## config.mk

```make
export PLATFORM = sky130hd
export DESIGN_NAME = x8f_index
export DESIGN_NICKNAME = d
export VERILOG_FILES = /design/src/rtl/core/x8f_pkg.sv /design/src/rtl/core/x8f_index.sv
export SDC_FILE = /design/constraint.sdc
export NUM_CORES = 2
export LEC_CHECK = 0
export BUFFER_PORTS_ARGS = -buffer_cell sky130_fd_sc_hd__buf_2
export CORE_MARGIN = 3
export CORE_UTILIZATION = 52
export CTS_CLUSTER_DIAMETER = 120
export DETAILED_ROUTE_END_ITERATION = 10
export GPL_TIMING_DRIVEN = 0
export PLACE_DENSITY = 0.74
export SYNTH_ARGS = -nofsm -noshare
export SYNTH_HDL_FRONTEND = slang
export SYNTH_SLANG_ARGS = --single-unit
export TNS_END_PERCENT = 50
```

## constraint.sdc

```tcl
create_clock -name clk -period 2.39 [get_ports clk]
set_input_delay 0.478 -clock clk [delete_from_list [all_inputs] [get_ports clk]]
set_output_delay 0.478 -clock clk [all_outputs]
set_load 0.005 [all_outputs]
```

## src/rtl/core/x8f_pkg.sv

```systemverilog
// ============================================================================
// x8f_pkg: shared definitions for the xor8 filter lookup block
// Field widths, hash constants, operation and register codes, and the
// side-band record that travels with every item through the pipeline.
// ============================================================================
package x8f_pkg;

    localparam int KEY_W   = 64;
    localparam int BLEN_W  = 13;
    localparam int IDX_W   = 14;
    localparam int FP_W    = 8;
    localparam int HALF_W  = 32;

    localparam int DEFAULT_MAX_BLOCK_CELLS = 4096;

    // splitmix64 finalizer constants.
    localparam logic [KEY_W-1:0] MIX_MUL_A = 64'hbf58476d1ce4e5b9;
    localparam logic [KEY_W-1:0] MIX_MUL_B = 64'h94d049bb133111eb;
    localparam int MIX_SHR_A = 30;
    localparam int MIX_SHR_B = 27;
    localparam int MIX_SHR_C = 31;

    // Rotations that pick the second and third cells.
    localparam int ROT_B1 = 21;
    localparam int ROT_B2 = 42;

    // Item operation codes.
    localparam logic OP_WRITE = 1'b0;
    localparam logic OP_QUERY = 1'b1;

    // Configuration register indexes.
    typedef enum logic {
        REG_HASH_SEED    = 1'b0,
        REG_BLOCK_LENGTH = 1'b1
    } reg_idx_t;

    // Item fields carried alongside the hash.
    typedef struct packed {
        logic             op;
        logic [IDX_W-1:0] entry_index;
        logic [FP_W-1:0]  entry_value;
    } side_t;

    // Query bookkeeping that waits for the table read.
    typedef struct packed {
        logic            valid;
        logic            no_filter;
        logic [FP_W-1:0] fingerprint;
    } qry_t;

endpackage

```

## src/rtl/core/x8f_index.sv

```systemverilog
// ============================================================================
// x8f_index: cell selection and table access requests
// Reduces three 32-bit slices of the hash into block cells in one stage,
// adds the block offsets in the next, and turns write items into table writes.
// ============================================================================
module x8f_index
#(
    parameter int MAX_BLOCK_CELLS = x8f_pkg::DEFAULT_MAX_BLOCK_CELLS,
    parameter int TBL_AW          = $clog2(3 * MAX_BLOCK_CELLS)
)
(
    input  logic                       clk,
    input  logic                       rst_n,
    input  logic                       in_valid,
    input  logic [x8f_pkg::KEY_W-1:0]  in_hash,
    input  x8f_pkg::side_t             in_side,
    input  logic [x8f_pkg::BLEN_W-1:0] block_length,
    output logic [TBL_AW-1:0]          raddr0,
    output logic [TBL_AW-1:0]          raddr1,
    output logic [TBL_AW-1:0]          raddr2,
    output logic                       wen,
    output logic [TBL_AW-1:0]          waddr,
    output logic [x8f_pkg::FP_W-1:0]   wdata,
    output x8f_pkg::qry_t              qry
);
    import x8f_pkg::*;

    localparam int TABLE_CELLS = 3 * MAX_BLOCK_CELLS;
    localparam int PROD_W      = HALF_W + BLEN_W;

    logic [BLEN_W-1:0] cells;
    logic [TBL_AW-1:0] cells_a;
    logic [KEY_W-1:0]  rot1, rot2;
    logic [PROD_W-1:0] prod0, prod1, prod2;

    // Stage 6 registers.
    logic              v6_reg;
    side_t             side6_reg;
    qry_t              q6_next, q6_reg;
    logic [BLEN_W-1:0] r0_reg, r1_reg, r2_reg;

    // Stage 7 registers.
    logic              wen_reg, wen_next;
    logic [TBL_AW-1:0] waddr_reg, waddr_next;
    logic [FP_W-1:0]   wdata_reg;
    logic [TBL_AW-1:0] a0_reg, a1_reg, a2_reg;
    qry_t              q7_reg, q7_next;

    always_comb
    begin
        // Block lengths above MAX_BLOCK_CELLS are clamped to the largest block.
        if (32'(block_length) > 32'(MAX_BLOCK_CELLS))
        begin
            cells = BLEN_W'(MAX_BLOCK_CELLS);
        end
        else
        begin
            cells = block_length;
        end
        cells_a = TBL_AW'(cells);

        rot1  = {in_hash[KEY_W-1-ROT_B1:0], in_hash[KEY_W-1:KEY_W-ROT_B1]};
        rot2  = {in_hash[KEY_W-1-ROT_B2:0], in_hash[KEY_W-1:KEY_W-ROT_B2]};
        prod0 = PROD_W'(in_hash[HALF_W-1:0]) * PROD_W'(cells);
        prod1 = PROD_W'(rot1[HALF_W-1:0]) * PROD_W'(cells);
        prod2 = PROD_W'(rot2[HALF_W-1:0]) * PROD_W'(cells);

        q6_next.valid       = in_valid && (in_side.op == OP_QUERY);
        q6_next.no_filter   = (block_length == '0);
        q6_next.fingerprint = in_hash[FP_W-1:0] ^ in_hash[HALF_W+FP_W-1:HALF_W]
                              ^ in_hash[16+FP_W-1:16];

        wen_next   = v6_reg && (side6_reg.op == OP_WRITE)
                     && (32'(side6_reg.entry_index) < 32'(TABLE_CELLS));
        waddr_next = TBL_AW'(side6_reg.entry_index);
        q7_next    = q6_reg;
    end

    always_ff @(posedge clk or negedge rst_n)
    begin
        if (!rst_n)
        begin
            v6_reg  <= 1'b0;
            q6_reg  <= '0;
            wen_reg <= 1'b0;
            q7_reg  <= '0;
        end
        else
        begin
            v6_reg  <= in_valid;
            q6_reg  <= q6_next;
            wen_reg <= wen_next;
            q7_reg  <= q7_next;
        end
    end

    always_ff @(posedge clk)
    begin
        side6_reg          <= in_side;
        r0_reg             <= prod0[PROD_W-1:HALF_W];
        r1_reg             <= prod1[PROD_W-1:HALF_W];
        r2_reg             <= prod2[PROD_W-1:HALF_W];

        waddr_reg          <= waddr_next;
        wdata_reg          <= side6_reg.entry_value;
        a0_reg             <= TBL_AW'(r0_reg);
        a1_reg             <= cells_a + TBL_AW'(r1_reg);
        a2_reg             <= cells_a + cells_a + TBL_AW'(r2_reg);
    end

    assign raddr0 = a0_reg;
    assign raddr1 = a1_reg;
    assign raddr2 = a2_reg;
    assign wen    = wen_reg;
    assign waddr  = waddr_reg;
    assign wdata  = wdata_reg;
    assign qry    = q7_reg;

endmodule

```

==> qor.yml <==
global_routing:
  grt_overflow: 0
  grtUsageMet2: 0.517
  first_global_vias: 29932
  grt_max_degree: 23
  use_met3: 0.133
  busiest_layer: "met2"
  track_usage: 0.337
  grt_use_met1: 0.394
  grt_antenna_before_repair: 33
  grt_pass1_wl_um: 175000
timing:
  hold_violations: 0
  max_clock_freq_ghz: 0.154
  slew_headroom: 0.188
  tns_ns: -144.97
  slew_violations: 0
  rsz0062_at_grt: "yes"
  fin_ws_ns: -4.11
  min_period_ns: 6.50
  period_share: 2.72
  setup_viol: 51
  finalClockSkew_ns: 0.0261
  tightest_slew_ns: 1.21
  finalHoldWorstSlack_ns: 0.0763
die:
  num_rows: 95
  die_y_um: 267
  core_area_um2: 67400
  die_w_um: 267
  start_util: 0.526
  pin_count: 178
  die_area_um2: 71400
worst_setup_path:
  critical_path_class: "in -> reg"
  cp_max_fo: 5
  crit_required_ns: 2.80
  worstSetupEndpointType: "register"
  critical_path.startpoint_type: "input pin"
  ff2ff_setup_slack_ns: -0.09
  r2r_start: "r2_reg[1]$_DFF_P_"
  worstSetupStartpoint: "block_length[12]"
  critPathArrivalTime_ns: 6.91
cts:
  cts_num_sinks: 147
  clock_latency_ns: 0.51
  numCtsBuffers: 17
  path_clk_slew_ns: 0.07
  cts_htree_levels: 4
  clockRootBuffer: "clkbuf_16"
  cts_tree: "built"
  clockBufferDepth: 2
placed_design:
  portBuffers: 176
  dp_slack_ns: -6.10
  dpl.hpwl_um: 90700
  place_area_um2: 37900
  place_congestion: 0.998
  numPlacedInstances: 4905
yosys:
  postSynthAreaPerCell_um2: 9.20
  syn_inst: 3856
  synth-async-reset-ratio: 0.150
  yosysWarnings: 0
  synth_top_area_frac: 0.469
  synth-edff-count: 0
  synth_most_common_cell: "inv_1"
  synth_commonest_cells: "1133 x inv_1, 831 x fa_1, 492 x and2_1"
  ys_types: 62
  syn_nets: 5077
  yosysTopAreaCell: "fa_1"
  seq_area_frac_synth: 0.0860
  ys_top_cells_by_area: "fa_1 47%, inv_1 12%, ha_1 10%"
  ys_ff_latch: 147
  ys.flop_type: "dfxtp_1"
  synth.cell_area_um2: 35500
cells_and_area:
  drive_gt1_frac: 0.152
  fin_util: 0.617
  fin_cells: 5070
  stdcell_area_um2: 41600
  syn_to_final_growth_pct: 17.1
  layout.nets: 5383
  multi_input_area_um2: 28800
  fillers: 5434
  regArea_um2: 3050
routing:
  first_pass_iters: 8
  vias: 27590
  drtAntennaViolNets: 0
  drt_iter0_drc: 2432
  drt-total-wl_um: 116000
  drc: 0
  wire_per_inst_um: 22.8
  viasPerCell: 5.44
power_and_ir_drop:
  p_sw_mw: 16.4
  power_mw: 32.7
  switching_share: 0.501
  pwr-share-clk: 0.089
  seq_power_share: 0.106
  combPwrFrac: 0.806
  power_leakage_nw: 21.9
  ir_drop_uv: 1090
  powerDensity_nw_per_um2: 787
  p_int_mw: 16.3
worst_hold_path:
  worstHoldPathType: "in -> reg"
  holdCritStartpoint: "in_side[12]"
status:
  outcome: "complete, but fails checks"
  violations: "setup timing"
run:
  maxCapViolCount: 0
==> cell type report <==
cell class | instances | area share
diodes | 22 | 0.00132
multi-input cells | 2419 | 0.692
clock inverters | 12 | 0.00313
well taps | 873 | 0.0263
repair buffers | 290 | 0.0492
flip-flops and latches | 147 | 0.0735
inverters | 1133 | 0.102
plain buffers | 154 | 0.0406
clock buffers | 20 | 0.0115
==> worst paths after layout <==
path	to	depth (start not counted)
max	r2_reg[9]$_DFF_P_	27
max reg2reg	raddr2[13]$_DFF_P_	11
min in group asynchronous	v6_reg$_DFF_PN0_	2
min reg2reg	raddr0[2]$_DFF_P_	0
max in group asynchronous	qry[4]$_DFF_PN0_	2
min	waddr_next[4]$_DFF_P_	1
==> worst max-delay path: stages <==
cell       delay, ns
buf_16          0.13
clkbuf_16       0.18
nor2b_4         0.17
clkbuf_16       0.18
clkbuf_16       0.15
and2_4          0.14
fa_1            0.45
fa_2            0.61
inv_2           0.05
fa_1            0.48
inv_1           0.05
fa_1            0.49
inv_2           0.04
fa_1            0.53
inv_2           0.05
ha_4            0.26
nand4_1         0.17
or4_4           0.49
or4_4           0.51
o32ai_4         0.25
buf_12          0.16
buf_12          0.10
o41ai_4         0.08
a21oi_2         0.23
a311oi_2        0.15
o21bai_2        0.15
xor2_1          0.15
==> power groups by stage <==
stage                     Combinational (mW)  Clock [mW]  Sequential [mW]
final                                   26.4        2.90             3.46
after global routing                    29.7        3.09             3.53
after floorplan                         15.6           0             3.54
after global placement                  21.1           0             3.48
after detailed placement                21.7           0             3.50
after CTS                               24.5        3.02             3.46
==> routing by layer <==
metal / vias to the layer above / wire length, um
li1: 11653 / -
met1: 13755 / 40200
met2: 1639 / 51500
met3: 513 / 15200
met4: 30 / 8640
met5: - / 210
==> logic make-up (layout without fill, tap and decap cells) <==
| family | count (synthesis) | in the layout | synth area share |
|---|---|---|---|
| buffers and inverters | 1290 | 1609 | 0.137 |
| other | 1 | 23 | 0.000106 |
| muxes | 1 | 1 | 0.000317 |
| xor gates and xnor gates | 78 | 78 | 0.0193 |
| adders and majority gates | 1118 | 1118 | 0.570 |
| and+or+nand+nor | 1017 | 1017 | 0.149 |
| DFF | 147 | 147 | 0.0860 |
| AOI/OAI and AO/OA | 204 | 204 | 0.0383 |
==> placed cells by master, fill, tap and decap left out, types with 54 or more instances in the layout <==
| master | Yosys | layout |
|---|---|---|
| and2_1 | 492 | 474 |
| buf_2 | 0 | 175 |
| buf_4 | 1 | 87 |
| clkbuf_1 | 156 | 63 |
| clkbuf_16 | 0 | 54 |
| dfxtp_1 | 125 | 125 |
| fa_1 | 831 | 806 |
| ha_1 | 287 | 260 |
| inv_1 | 1133 | 1103 |
| nand2_1 | 378 | 366 |
| xnor2_1 | 60 | 60 |
==> timing repair <==
item | CTS | global route
hold endpoints to repair | 22 | 0
hold buffers | 1 | 0
pin swaps | 100 | 108
resized for setup | 364 | 106
gates cloned | 3 | 0
buffers inserted | 89 | 25
endpoints found under the setup margin | 66 | 50
Note: power is estimated with default switching activity, not from simulation.
